**src/krt_ram.sv**
```systemverilog
// Generic single-write, single-read synchronous RAM, registered read data.
// No dependencies.
module krt_ram #(
    parameter int WIDTH = 64,
    parameter int DEPTH = 64,
    parameter int AW    = (DEPTH > 1) ? $clog2(DEPTH) : 1
) (
    input  logic             clk,
    input  logic             we,
    input  logic [AW-1:0]    waddr,
    input  logic [WIDTH-1:0] wdata,
    input  logic [AW-1:0]    raddr,
    output logic [WIDTH-1:0] rdata
);

    logic [WIDTH-1:0] mem [DEPTH];
    logic [WIDTH-1:0] rdata_reg;

    always_ff @(posedge clk) begin
        if (we) begin
            mem[waddr] <= wdata;
        end
        rdata_reg <= mem[raddr];
    end

    assign rdata = rdata_reg;

endmodule

```
**config.mk**
```make
export PLATFORM = sky130hd
export DESIGN_NAME = krt_ram
export DESIGN_NICKNAME = d
export VERILOG_FILES = /design/src/krt_ram.sv
export SDC_FILE = /design/constraint.sdc
export NUM_CORES = 2
export LEC_CHECK = 0
export BUFFER_PORTS_ARGS = -buffer_cell sky130_fd_sc_hd__buf_4
export CAP_MARGIN = 20
export CORE_UTILIZATION = 35
export CTS_BUF_LIST = sky130_fd_sc_hd__clkbuf_2 sky130_fd_sc_hd__clkbuf_4 sky130_fd_sc_hd__clkbuf_8
export CTS_CLUSTER_DIAMETER = 50
export CTS_CLUSTER_SIZE = 40
export DETAILED_ROUTE_END_ITERATION = 10
export PLACE_DENSITY = 0.59
export SLEW_MARGIN = 25
export SYNTH_ARGS = -nofsm -noshare
export SYNTH_HDL_FRONTEND = slang
export SYNTH_SLANG_ARGS = --single-unit
```
**constraint.sdc**
```tcl
create_clock -name clk -period 9 [get_ports clk]
set_clock_uncertainty 0.05 [all_clocks]
set_input_delay 1.8 -clock clk [delete_from_list [all_inputs] [get_ports clk]]
set_output_delay 1.8 -clock clk [all_outputs]
set_load 0.05 [all_outputs]
```
## After elaboration in Yosys (flattened, before gate mapping)

Memories as Yosys holds them, arrays and structs flattened. A register that Yosys moved wholly into a read port is not among the register bits.
Cells that the tools add are included.

| cells by class | value |
|---|---|
| add/subtract/negate cells | 0 |
| $mul | 0 |
| div/mod/pow operators | 0 |
| order comparisons | 0 |
| equal/unequal tests | 0 |
| shift operators | 0 |
| multiplexer cells | 2 |
| bitwise logic cells | 0 |
| reduce and logical (&&, ||, !) cells | 0 |

Operator list:

| operator | count |
|---|---|
| $mux W1 | 2 |

| storage, ports and cells | value |
|---|---|
| register bits after elaboration | 0 |
| bits in latches | 0 |
| RAM bits | 4096 |
| bits in read-only memories | 0 |
| bits of input ports | 78 |
| output and inout port bits | 64 |
| memories kept | 1 |

Memories:

| memory | words | bits a word | read ports | clocked after memory_dff | wr ports | line | source |
|---|---|---|---|---|---|---|---|
| mem | 64 | 64 | 1 | 1 | 1 | 16 | `logic [WIDTH-1:0] mem [DEPTH];` |

## Depth between registers and ports, before layout

| logic depth | value |
|---|---|
| word-level depth | 2 |
| depth in mapped cells | 9 |

## Worst setup path before layout

No wires, ideal clock.

| timing | value |
|---|---|
| path kind | input to register |
| start | input port waddr[3] |
| end | memory mem[48][0], enable pin |
| setup time | 0.564 ns |
| arrival time | 6.672 ns |
| data required time | 8.386 ns |
| slack | 1.714 ns |
| cell stages on the path | 4 |
| buffers on the path | 1 |
| path through | clkbuf_1 > nor2b_1 > nand4b_1 > nor3_1 |

RTL lines:

| element | line | source |
|---|---|---|
| start: declaration | 10 | `input logic [AW-1:0] waddr,` |
| end: declaration | 16 |  |

No word-level cell before the write port.

==> results.cfg <==
[floorplan]
num_rows = 245
num_io_pins = 142
dieArea_um2 = 449400
start_util_pct = 35.13
coreArea_um2 = 445100
die_h_um = 670.4
die_w_um = 670.4

[power]
power_frac_seq_pct = 59.4
cellPowerDensity_nw_per_um2 = 207.9
p_sw_mw = 8.956
vdd_drop_max_v = 0.0001069
combinationalPowerShare_pct = 5.5
p_int_mw = 27.33
switching_share_pct = 24.68
total_power_mw = 36.28
p_leak_nw = 52.88
clockPowerShare_pct = 35.1

[clock_tree]
cts_max_path_buffers = 4
cts_tree = done
cts_resized = 0
clock_sinks = 4160
cts_buffers = 356
cts.reportedPaths.clkPinSlew_ns = 0.14
h-tree-depth = 5
cts_setup_buffers = 0
cts_root_buf = clkbuf_8
clk_latency_ns = 1.16
hold_buffers = 0

[routing]
drt_iter0_markers = 9169
drt_pass1_iterations = 5
via_per_inst = 5.627
wl_per_cell_um = 33.40
drtAntennaViolNets = 0
drc = 0
vias = 74200
routed_wl_mm = 440.4

[yosys]
async_flop_share_pct = 0
synth.area.top_cells = edfxtp_1 (79%), mux4_2 (15%), mux2i_1 (0.86%)
synth_top_area_cell = edfxtp_1
ys_top_cells_by_count = edfxtp_1 (4096), mux4_2 (1024), buf_2 (170), a22oi_1 (168), clkbuf_1 (140)
yosys_register_bits = 4160
synth_edf_count = 4096
synth_top_area_share_pct = 78.67
yosysWarnings = 0
ys_types = 33
synth.avg_cell_area_um2 = 23.70
postSynthCellCount = 6598
synth_seq_area_share_pct = 79.49
synth-main-ff-cell = edfxtp_1
synth_area_um2 = 156300
syn_nets = 6676
synth.most_common_cell = edfxtp_1

[final_layout]
syn2layout_area_growth_pct = 11.60
largest_reg_flops = 4096
nets = 7013
final_area_um2 = 174500
drive_gt1_share_pct = 29.56

[grt]
antenna_found_initial = 22
grt_usage_pct = 19.23
grt_pass1_wl_mm = 608.9
grt_max_degree = 110
grt_pass1_vias = 74950
overflow = 0

[critical_path]
cp-start-kind = input port
reg2reg_to = rdata[34]
crit_path_end_kind = flip-flop
crit_type = in2reg
worstPathMaxFanout = 102
timing.rr.start = mem[13][34]
r2r_setup_slack_ns = 6.46
arrival_ns = 5.15
r2r.worst_path.cells = 5
worstSetupStartpoint = raddr[1]
critPathRequiredTime_ns = 9.89

[sta]
fin_crit_sh_pct = 47.30
relSlewSlack_pct = 24.04
drv_slew = 0
setup-violations-final = 0
fin_setup_tns_ns = 0
rsz0062_at_grt = no
setup_slack_ns = 4.743
hold_violations = 0
fmax_mhz = 234.9
tightest_slew_ns = 1.139
min_period_ns = 4.257

[worst_hold_path]
whs_path_depth = 4
hold_end = rdata[42]
hold_class = reg2reg
hold_start = mem[46][42]

[placement]
gp_congestion = 0.7810
place_area_um2 = 165600
io_buffers = 141
dp_hpwl_mm = 235.0
pre_cts_slack_ns = 3.571

[status]
outcome = complete, no violations

[job]
drv_cap = 0
logic make-up (layout without fill, tap and decap cells):
kind of cell,Yosys count,after routing,synth area share [%]
buffers and inverters,389,1034,1.180
other,0,14,0
flip-flops,4160,4160,79.49
AND/OR/NAND/NOR,386,386,1.240
multiplexers,1159,1159,15.61
AO/OA/AOI/OAI,504,504,2.477
critical path, stage by stage:
cell and delay, ns:
buf_8 0.48, buf_12 0.46, buf_12 0.53, buf_4 0.47, mux4_2 0.37, mux2i_1 0.15, o22ai_1 0.13, a31oi_1 0.34
a211oi_1 0.09
metal layers:
layer	up-vias	GRT usage, %	routed length [µm]
met4	6	5.251	13360
met1	41200	25.50	172100
met2	3287	33.02	221600
met5	-	0	34
met3	576	2.918	33300
li1	29130	-	-
stage by stage:
stage               cells  utilization, %  hold WS, ns
detailed placement  12500           37.20       0.7773
floorplan            6598               -       0.7378
finish              13190           39.20       0.7750
global placement    12500           37.19       0.7634
CTS                 13170           39.18       0.7829
global route        13180           39.20       0.8043
worst max path at each step:
stage	endpoint	slack (ns)	cells after the start
5_1_grt	rdata[1]	4.72	9
2_1_floorplan	mem[48][0]	1.71	4
6_report	rdata[6]	4.74	9
3_3_place_gp	rdata[15]	3.64	9
4_1_cts	rdata[15]	4.75	1
3_5_place_dp	rdata[1]	3.57	9
area by class of cell:
| class | instances | area [µm²] |
|---|---|---|
| fillers | 39070 | 270600 |
| flip-flops and latches | 4160 | 124300 |
| multi-input cells | 2049 | 30790 |
| well taps | 5928 | 7417 |
| clock buffers | 385 | 5199 |
| clock inverters | 281 | 3636 |
| repair buffers | 349 | 3065 |
| inverters | 19 | 71.32 |
| diodes | 14 | 35.03 |
power groups by stage:
stage                     sequential, mW  clock (mW)  combinational, mW
after floorplan                     22.1           0              0.999
after global placement              22.0           0               1.98
final                               21.5        12.8               1.99
after detailed placement            22.0           0               2.01
after CTS                           21.6        13.0               2.01
after global routing                21.6        13.6               2.10
cell usage in the layout (no fill, tap or decap), drive strengths merged, types with 45 or more instances in the layout:
cell type,n
a211oi,63
a22o,88
a22oi,168
and3,64
buf,349
clkbuf,385
clkinv,80
dfxtp,64
edfxtp,4096
inv,168
mux2i,135
mux4,1024
nand2,58
nand3,45
nor2,112
o22ai,83
(Power assumes the default switching activity.)
