### src/krt_pkg.sv
// Shared types and constants for the keyed record table.
// Operation and status codes, entry layout, result bundle.
// No dependencies.
package krt_pkg;

    localparam int KEY_W      = 32;
    localparam int DATA_W     = 32;
    localparam int ENTRY_W    = KEY_W + DATA_W;
    localparam int SLOT_W     = 6;
    localparam int CNT_OUT_W  = 7;
    localparam int S_TDATA_W  = 64;
    localparam int M_TDATA_W  = 56;
    localparam int M_PAD_W    = M_TDATA_W - (SLOT_W + DATA_W + 2 * CNT_OUT_W);

    typedef enum logic [1:0] {
        OP_INSERT = 2'd0,
        OP_LOOKUP = 2'd1,
        OP_UPDATE = 2'd2,
        OP_DELETE = 2'd3
    } op_t;

    typedef enum logic [1:0] {
        ST_OK      = 2'd0,
        ST_FULL    = 2'd1,
        ST_MISSING = 2'd2
    } status_t;

    typedef struct packed {
        status_t                status;
        logic [SLOT_W-1:0]      slot;
        logic [DATA_W-1:0]      out_data;
        logic [CNT_OUT_W-1:0]   removed;
        logic [CNT_OUT_W-1:0]   fill_count;
    } res_t;

endpackage

### src/krt_ctrl.sv
// Operation sequencer for the keyed record table: fill count, slot scan,
// read-modify-write of the entry RAM. Depends on krt_pkg.
module krt_ctrl #(
    parameter int TABLE_DEPTH = 64,
    parameter int IDX_W       = (TABLE_DEPTH > 1) ? $clog2(TABLE_DEPTH) : 1,
    parameter int CNT_W       = $clog2(TABLE_DEPTH + 1)
) (
    input  logic                          aclk,
    input  logic                          aresetn,
    // request side
    input  logic                          req_valid,
    output logic                          req_ready,
    input  krt_pkg::op_t                  req_op,
    input  logic [krt_pkg::KEY_W-1:0]     req_key,
    input  logic [krt_pkg::DATA_W-1:0]    req_data,
    // result side
    output logic                          res_valid,
    input  logic                          res_ready,
    output krt_pkg::res_t                 res,
    // entry RAM
    output logic                          ram_we,
    output logic [IDX_W-1:0]              ram_waddr,
    output logic [krt_pkg::ENTRY_W-1:0]   ram_wdata,
    output logic [IDX_W-1:0]              ram_raddr,
    input  logic [krt_pkg::ENTRY_W-1:0]   ram_rdata
);
    import krt_pkg::*;

    typedef enum logic [4:0] {
        S_IDLE   = 5'b00001,
        S_SCAN   = 5'b00010,
        S_FETCH  = 5'b00100,
        S_MOVE   = 5'b01000,
        S_FINISH = 5'b10000
    } state_t;

    state_t              state_reg,    state_next;
    logic [CNT_W-1:0]    count_reg,    count_next;
    op_t                 op_reg,       op_next;
    logic [KEY_W-1:0]    key_reg,      key_next;
    logic [DATA_W-1:0]   data_reg,     data_next;
    logic [CNT_W-1:0]    scan_idx_reg, scan_idx_next;
    logic [IDX_W-1:0]    chk_idx_reg,  chk_idx_next;
    logic                pend_reg,     pend_next;
    logic [CNT_W-1:0]    removed_reg,  removed_next;
    logic [IDX_W-1:0]    first_reg,    first_next;
    res_t                res_reg,      res_next;

    logic [KEY_W-1:0]    rd_key;
    logic [DATA_W-1:0]   rd_data;
    logic                hit;
    logic [IDX_W-1:0]    last_idx;

    assign rd_key   = ram_rdata[ENTRY_W-1:DATA_W];
    assign rd_data  = ram_rdata[DATA_W-1:0];
    assign hit      = pend_reg && (rd_key == key_reg);
    assign last_idx = IDX_W'(count_reg - CNT_W'(1));

    assign req_ready = (state_reg == S_IDLE);
    assign res_valid = (state_reg == S_FINISH);
    assign res       = res_reg;

    always_comb begin
        state_next    = state_reg;
        count_next    = count_reg;
        op_next       = op_reg;
        key_next      = key_reg;
        data_next     = data_reg;
        scan_idx_next = scan_idx_reg;
        chk_idx_next  = chk_idx_reg;
        pend_next     = pend_reg;
        removed_next  = removed_reg;
        first_next    = first_reg;
        res_next      = res_reg;
        ram_we        = 1'b0;
        ram_waddr     = chk_idx_reg;
        ram_wdata     = ram_rdata;
        ram_raddr     = scan_idx_reg[IDX_W-1:0];

        case (state_reg)
            S_IDLE: begin
                if (req_valid) begin
                    op_next       = req_op;
                    key_next      = req_key;
                    data_next     = req_data;
                    scan_idx_next = '0;
                    pend_next     = 1'b0;
                    removed_next  = '0;
                    first_next    = '0;
                    res_next      = '0;
                    if (req_op == OP_INSERT) begin
                        if (count_reg == CNT_W'(TABLE_DEPTH)) begin
                            res_next.status     = ST_FULL;
                            res_next.fill_count = CNT_OUT_W'(count_reg);
                        end else begin
                            ram_we              = 1'b1;
                            ram_waddr           = count_reg[IDX_W-1:0];
                            ram_wdata           = {req_key, req_data};
                            count_next          = count_reg + CNT_W'(1);
                            res_next.status     = ST_OK;
                            res_next.slot       = SLOT_W'(count_reg);
                            res_next.fill_count = CNT_OUT_W'(count_reg + CNT_W'(1));
                        end
                        state_next = S_FINISH;
                    end else begin
                        state_next = S_SCAN;
                    end
                end
            end

            S_SCAN: begin
                if (hit) begin
                    pend_next = 1'b0;
                    res_next  = '0;
                    res_next.fill_count = CNT_OUT_W'(count_reg);
                    case (op_reg)
                        OP_LOOKUP: begin
                            res_next.status   = ST_OK;
                            res_next.slot     = SLOT_W'(chk_idx_reg);
                            res_next.out_data = rd_data;
                            state_next        = S_FINISH;
                        end
                        OP_UPDATE: begin
                            ram_we            = 1'b1;
                            ram_waddr         = chk_idx_reg;
                            ram_wdata         = {key_reg, data_reg};
                            res_next.status   = ST_OK;
                            res_next.slot     = SLOT_W'(chk_idx_reg);
                            res_next.out_data = rd_data;
                            state_next        = S_FINISH;
                        end
                        OP_DELETE: begin
                            if (removed_reg == '0) begin
                                first_next = chk_idx_reg;
                            end
                            state_next = S_FETCH;
                        end
                        default: begin
                            state_next = S_FINISH;
                        end
                    endcase
                end else if (scan_idx_reg < count_reg) begin
                    // issue next read; the compare of the previous one runs alongside
                    pend_next     = 1'b1;
                    chk_idx_next  = scan_idx_reg[IDX_W-1:0];
                    scan_idx_next = scan_idx_reg + CNT_W'(1);
                end else begin
                    pend_next = 1'b0;
                    res_next  = '0;
                    res_next.fill_count = CNT_OUT_W'(count_reg);
                    if (removed_reg != '0) begin
                        res_next.status  = ST_OK;
                        res_next.slot    = SLOT_W'(first_reg);
                        res_next.removed = CNT_OUT_W'(removed_reg);
                    end else begin
                        res_next.status  = ST_MISSING;
                    end
                    state_next = S_FINISH;
                end
            end

            S_FETCH: begin
                ram_raddr  = last_idx;
                state_next = S_MOVE;
            end

            S_MOVE: begin
                // last entry lands on the matched slot; resume past it
                ram_we        = 1'b1;
                ram_waddr     = chk_idx_reg;
                ram_wdata     = ram_rdata;
                count_next    = count_reg - CNT_W'(1);
                removed_next  = removed_reg + CNT_W'(1);
                scan_idx_next = CNT_W'(chk_idx_reg) + CNT_W'(1);
                state_next    = S_SCAN;
            end

            S_FINISH: begin
                if (res_ready) begin
                    state_next = S_IDLE;
                end
            end

            default: begin
                state_next = S_IDLE;
            end
        endcase
    end

    always_ff @(posedge aclk) begin
        if (!aresetn) begin
            state_reg <= S_IDLE;
            count_reg <= '0;
            pend_reg  <= 1'b0;
        end else begin
            state_reg <= state_next;
            count_reg <= count_next;
            pend_reg  <= pend_next;
        end
    end

    always_ff @(posedge aclk) begin
        op_reg       <= op_next;
        key_reg      <= key_next;
        data_reg     <= data_next;
        scan_idx_reg <= scan_idx_next;
        chk_idx_reg  <= chk_idx_next;
        removed_reg  <= removed_next;
        first_reg    <= first_next;
        res_reg      <= res_next;
    end

`ifndef SYNTH
    a_count_bound: assert property (@(posedge aclk) disable iff (!aresetn)
        count_reg <= CNT_W'(TABLE_DEPTH))
        else $error("fill count above table depth");

    a_move_nonempty: assert property (@(posedge aclk) disable iff (!aresetn)
        (state_reg == S_MOVE) |-> (count_reg != '0))
        else $error("entry move with empty table");

    a_pend_in_range: assert property (@(posedge aclk) disable iff (!aresetn)
        (state_reg == S_SCAN && pend_reg) |-> (CNT_W'(chk_idx_reg) < count_reg))
        else $error("compare on slot beyond fill count");

    a_no_write_idle_ram: assert property (@(posedge aclk) disable iff (!aresetn)
        ram_we |-> (state_reg != S_FETCH && state_reg != S_FINISH))
        else $error("RAM write outside a write state");

    a_result_hold: assert property (@(posedge aclk) disable iff (!aresetn)
        (state_reg == S_FINISH && !res_ready) |=>
            (state_reg == S_FINISH && $stable(res_reg) && $stable(count_reg)))
        else $error("pending result changed");
`endif

endmodule
### config.mk
export PLATFORM = sky130hd
export DESIGN_NAME = krt_ctrl
export DESIGN_NICKNAME = d
export VERILOG_FILES = /design/src/krt_pkg.sv /design/src/krt_ctrl.sv
export SDC_FILE = /design/constraint.sdc
export NUM_CORES = 1
export LEC_CHECK = 0
export ABC_AREA = 1
export BUFFER_PORTS_ARGS = -buffer_cell sky130_fd_sc_hd__buf_4
export CAP_MARGIN = 20
export CORE_MARGIN = 2
export CORE_UTILIZATION = 30
export CTS_CLUSTER_SIZE = 28
export DETAILED_ROUTE_END_ITERATION = 6
export PLACE_DENSITY_LB_ADDON = 0.3
export SLEW_MARGIN = 20
export SYNTH_ARGS = -nofsm -noshare
export SYNTH_HDL_FRONTEND = slang
export SYNTH_SLANG_ARGS = --single-unit
### constraint.sdc
create_clock -name aclk -period 5.3 [get_ports aclk]
set_clock_uncertainty 0.15 [all_clocks]
set_input_delay 0.265 -clock aclk [delete_from_list [all_inputs] [get_ports aclk]]
set_output_delay 0.265 -clock aclk [all_outputs]
set_load 0.005 [all_outputs]
# Word-level counts from Yosys, hierarchy flattened
# Index checks and enable logic that the tools add are counted.
dict set report word_totals {
  latch_bits 0
  ramBits 0
  register_bits 159
  rom_bits 0
  memories 0
  wordCells 112
  output_inout_bits 133
  inputBits 134
}
dict set report op_classes {
  div 0
  mul 0
  add_sub_neg 5
  n_bitwise 1
  shift 0
  reduce_logical 17
  magnitude_cmp 1
  n_eq_ne 19
  mux 54
}
# cell n
set op_table {}
lappend op_table {{$mux 64} 5}
lappend op_table {{$mux 54} 3}
lappend op_table {{$pmux 64 s2} 1}
lappend op_table {{$pmux 54 s2} 1}
lappend op_table {{$mux 6} 11}
lappend op_table {{$mux 7} 9}
lappend op_table {{$mux 38} 1}
lappend op_table {{$eq 32x32->1} 1}
lappend op_table {{$mux 5} 6}
lappend op_table {{$pmux 7 s2} 2}
lappend op_table {{$pmux 5 s5} 1}
lappend op_table {{$add 7x1->7 const B} 3}
lappend op_table {{$pmux 7 s3} 1}
lappend op_table {{$pmux 6 s2} 1}
lappend op_table {{$reduce_and 3->1} 4}
lappend op_table {{$ne 2x2->1 const B} 5}
lappend op_table {{$mux 1} 9}
lappend op_table {{$add 6x1->7 const B} 1}
lappend op_table {{$eq 7x7->1 const B} 1}
lappend op_table {{$logic_not 7->1} 1}
lappend op_table {{$lt 7x7->1} 1}
lappend op_table {{$reduce_bool 7->1} 1}
lappend op_table {{$sub 7x1->7 const B} 1}
lappend op_table {{$ne 2x1->1 const B} 3}
lappend op_table {{20 further kinds} 24}

# Depth between registers and ports, before layout
dict set report logic_depth {
  word_depth 5
  mapped_depth 14
}

# Worst setup path before layout
# OpenSTA, ideal clock, no wires.
dict set report synth_path {
  path_type {reg2reg}
  startpoint {register state_reg[3]}
  endpoint {register res_reg (netlist bit res[0]) (enable)}
  t_arrival_ns 3.360
  setup_time_ns 0.388
  required_ns 4.762
  n_path_buf 0
  path_slack_ns 1.401
  period_less_slack_ns 3.899
  stages_incl_launch_ff 5
  path_cell_list {dfxtp_1 -> nor2_1 -> nand4_1 -> nor2_2 -> or2_2}
}
dict set report synth_via {
  elab_chain_len 3
  elab_cells_between_ends 6
  classes_between {eq/ne (4); reduce/logical (2)}
}
# element line_no
set synth_lines {}
lappend synth_lines {{from (decl)} krt_ctrl.sv:37} ;# state_t state_reg, state_next;
lappend synth_lines {{from (signal assigned)} krt_ctrl.sv:196} ;# state_reg <= state_next;
lappend synth_lines {{$eq 5x2->1 or $eq 5x1->1 (tied branches)} krt_ctrl.sv:80} ;# case (state_reg)
lappend synth_lines {{$ne 3x3->1 (no source line) (tied with other cells)} -}
lappend synth_lines {{$reduce_and 3->1 (no source line) *} -}
lappend synth_lines {{to (signal assigned)} krt_ctrl.sv:210} ;# res_reg <= res_next;
lappend synth_lines {{to (decl)} krt_ctrl.sv:47} ;# res_t res_reg, res_next;
# Every way passes the cells marked *; elsewhere a longest branch is shown, timed or not.
# A chain may end at the register's enable or synchronous reset.

# Final worst setup path
dict set report layout_path {
  startpoint {register count_reg[0]}
  endpoint {output ram_wdata[58] in the netlist's numbering}
}
dict set report layout_via {
  elab_chain_len 5
}
# element line_no
set layout_lines {}
lappend layout_lines {{from (decl)} krt_ctrl.sv:38} ;# logic [CNT_W-1:0] count_reg, count_next;
lappend layout_lines {{from (signal assigned)} krt_ctrl.sv:197} ;# count_reg <= count_next;
lappend layout_lines {{$eq 7x7->1} krt_ctrl.sv:92} ;# if (count_reg == CNT_W'(TABLE_DEPTH)) begin
lappend layout_lines {{$mux 64} krt_ctrl.sv:92}
lappend layout_lines {{$mux 64} krt_ctrl.sv:91} ;# if (req_op == OP_INSERT) begin
lappend layout_lines {{$mux 64} krt_ctrl.sv:82} ;# if (req_valid) begin
lappend layout_lines {{$pmux 64 s2} krt_ctrl.sv:80}
lappend layout_lines {{to (decl)} krt_ctrl.sv:23} ;# output logic [krt_pkg::ENTRY_W-1:0] ram_wdata,
# Every way passes these cells.

==> results.json <==
{
  "ys_seq_area_frac": 0.505,
  "synth_area_um2": 9200,
  "clock_sinks": 159,
  "start_util": 0.303,
  "r2r_start": "count_reg[4]",
  "area_growth_pct": 39.5,
  "highest_layer": "met4",
  "initialDrtViolationCount": 704,
  "async_reset_ff_frac": 0,
  "cts_tree": "yes",
  "crit_path_end_kind": "output pin",
  "met2_length_um": 15600,
  "synth_edf_count": 146,
  "synth_ff_type": "edfxtp_1",
  "ys_ff_latch": 159,
  "p_per_area_nw_per_um2": 359,
  "worst_setup_path_start_kind": "flip-flop",
  "clockBufferDepth": 2,
  "crit_arrival_ns": 3.48,
  "hold_start": "ram_rdata[16]",
  "antenna_found_initial": 0,
  "m1WireLength_um": 14100,
  "postCtsSetupBuffers": 0,
  "maxCapViolCount": 0,
  "multi_input_area_um2": 3710,
  "syn_inst": 1108,
  "p_leak_nw": 5.55,
  "ir_worst_vdd_v": 0.000200,
  "period_minus_slack_ns": 3.89,
  "place.gp.congestion": 0.893,
  "via_per_inst": 5.01,
  "synth.net_count": 1256,
  "hpwl_um": 22700,
  "cts-root-buf": "clkbuf_16",
  "ys_types": 41,
  "layout.nets": 1577,
  "outcome": "completed",
  "drive_gt1_frac": 0.241,
  "grt_max_degree": 69,
  "timing.rr.end": "res[14]",
  "portBuffers": 266,
  "postSynthAreaPerCell_um2": 8.30,
  "path_clk_slew_ns": 0.08,
  "slew_violations": 0,
  "dr.pass1.iters": 5,
  "ys_warn_count": 0,
  "wl_met3_um": 2300,
  "grt_setup_unrepaired": "no",
  "clock_latency_ns": 0.43,
  "path_max_fanout": 66,
  "rows": 64,
  "finalHoldViolations": 0,
  "grt_pass1_vias": 8920,
  "cts_max_level": 4,
  "slew_headroom": 0.289,
  "grt.overflow.total": 0,
  "tightest_slew_ns": 1.07,
  "io_pins": 267,
  "seqCellArea_um2": 4640,
  "post_cts_resized": 0,
  "postCtsHoldBufs": 76,
  "core_um2": 30300,
  "die-area_um2": 32100,
  "cp_data_required_time_ns": 4.89,
  "setup_viol": 0,
  "largest_reg_flops": 54,
  "fmax_ghz": 0.257,
  "worstHoldEndpoint": "res[30]",
  "timing.final.crit_share": 0.734,
  "reg2reg_setup_slack_ns": 1.78,
  "whs_path_depth": 3,
  "die_h_um": 179,
  "rr_worst_depth": 8,
  "layout.cells.non_filler": 1838,
  "grt_pass1_wl_um": 49800,
  "antenna_cells": 0,
  "hp-class": "primary input to flip-flop",
  "cts_buffers": 17,
  "dp_cells": 1730,
  "wl_per_cell_um": 17.9,
  "drc": 0,
  "drt_wl_total_um": 32800,
  "grtUsageTotal": 0.202,
  "route.vias.total": 9209,
  "ant_nets": 0,
  "finalSetupTns_ns": 0,
  "worstSetupPathType": "flip-flop to output pin",
  "die_w_um": 179,
  "num-fill-cells": 3023
}
## power by group
group	leakage, nW	switching, mW	internal, mW	total (mW)
Combinational	3.77	0.959	0.704	1.66
Sequential	1.52	0.0930	1.65	1.75
Clock	0.263	0.579	0.614	1.19
Total	5.55	1.63	2.97	4.60
## Yosys cell counts (4+ instances only)
library cell / n / area share
xor2_1: 8 / 0.0076
dfxtp_1: 13 / 0.028
inv_1: 143 / 0.058
clkbuf_1: 23 / 0.0094
nand4_1: 17 / 0.012
buf_2: 19 / 0.010
nor3_1: 7 / 0.0038
a21oi_1: 21 / 0.011
o21ai_1: 63 / 0.034
ha_1: 14 / 0.019
nor2_1: 129 / 0.053
nand3_2: 4 / 0.0044
edfxtp_1: 146 / 0.48
buf_6: 5 / 0.0061
xnor2_1: 5 / 0.0048
nand2_1: 154 / 0.063
o221ai_1: 4 / 0.0038
nor2_2: 5 / 0.0034
o21ai_0: 252 / 0.14
o22ai_1: 9 / 0.0061
inv_2: 18 / 0.0073
nand3_1: 16 / 0.0087
or2_2: 5 / 0.0034
## worst max-delay path: stages (launching register included)
cell	delay (ns)
dfxtp_1	0.40
inv_1	0.19
ha_1	0.25
nand3_4	0.11
nor3_4	0.17
nand2_4	0.11
nand3_2	0.07
buf_4	0.58
inv_4	0.43
o21ai_1	0.24
o21ai_0	0.18
buf_4	0.22
## layer usage
metal | track usage | up-vias
li1 | - | 4417
met2 | 0.333 | 404
met4 | 0.0790 | 0
met5 | 0 | -
met3 | 0.0282 | 58
met1 | 0.269 | 4330
## worst max-delay path by stage
stage	depth (start not counted)	to	from
after floorplan	4	res[0]	state_reg[3]
after global placement	11	ram_wdata[58]	count_reg[0]
after detailed placement	10	res[15]	ram_rdata[56]
after CTS	10	ram_wdata[31]	key_reg[24]
after global routing	11	ram_wdata[36]	count_reg[0]
final	11	ram_wdata[58]	count_reg[0]
## cells in the final DEF, fill, tap and decap left out, types with 4 or more instances in the layout
cell / synthesis / final
a21oi_1: 21 / 21
buf_4: 0 / 273
clkbuf_16: 0 / 17
clkinvlp_4: 0 / 4
dfxtp_1: 13 / 13
dlygate4sd3_1: 0 / 76
edfxtp_1: 146 / 146
ha_1: 14 / 14
inv_1: 143 / 143
inv_2: 18 / 16
inv_6: 0 / 4
nand2_1: 154 / 154
nand3_1: 16 / 16
nand3_2: 4 / 4
nand4_1: 17 / 17
nor2_1: 129 / 129
nor2_2: 5 / 4
nor3_1: 7 / 7
o21ai_0: 252 / 252
o21ai_1: 63 / 63
o221ai_1: 4 / 4
o22ai_1: 9 / 9
or2_2: 5 / 5
xnor2_1: 5 / 5
xor2_1: 8 / 8
## cell families (layout without fill, tap and decap cells)
group,after synthesis,after routing,synth area share
buf+inv,209,543,0.0920
flops,159,159,0.505
simple gates,350,350,0.167
fa+ha+maj,14,14,0.0190
xor+xnor,13,13,0.0124
compound gates,363,363,0.205
## area by class of cell
class,count,area share
Inverter,162,0.0478
Clock buffer,17,0.0332
Timing Repair Buffer,349,0.219
Clock inverter,15,0.00995
Multi-Input combinational cell,740,0.289
Tap cell,396,0.0386
Sequential cell,159,0.362
## metrics by stage
stage | area, um2 | hold slack (ns) | setup slack (ns) | power, mW | util
after floorplan | 9200 | 0.184 | 1.40 | 2.57 | -
after global placement | 11500 | 0.302 | 1.64 | 3.38 | 0.379
after detailed placement | 11500 | 0.302 | 1.82 | 3.39 | 0.379
after CTS | 12800 | 0.000289 | 1.39 | 4.64 | 0.423
after global routing | 12800 | 0.0165 | 1.15 | 4.90 | 0.423
final | 12800 | 0.0249 | 1.41 | 4.60 | 0.423
Note: power is estimated with default switching activity, not from simulation.
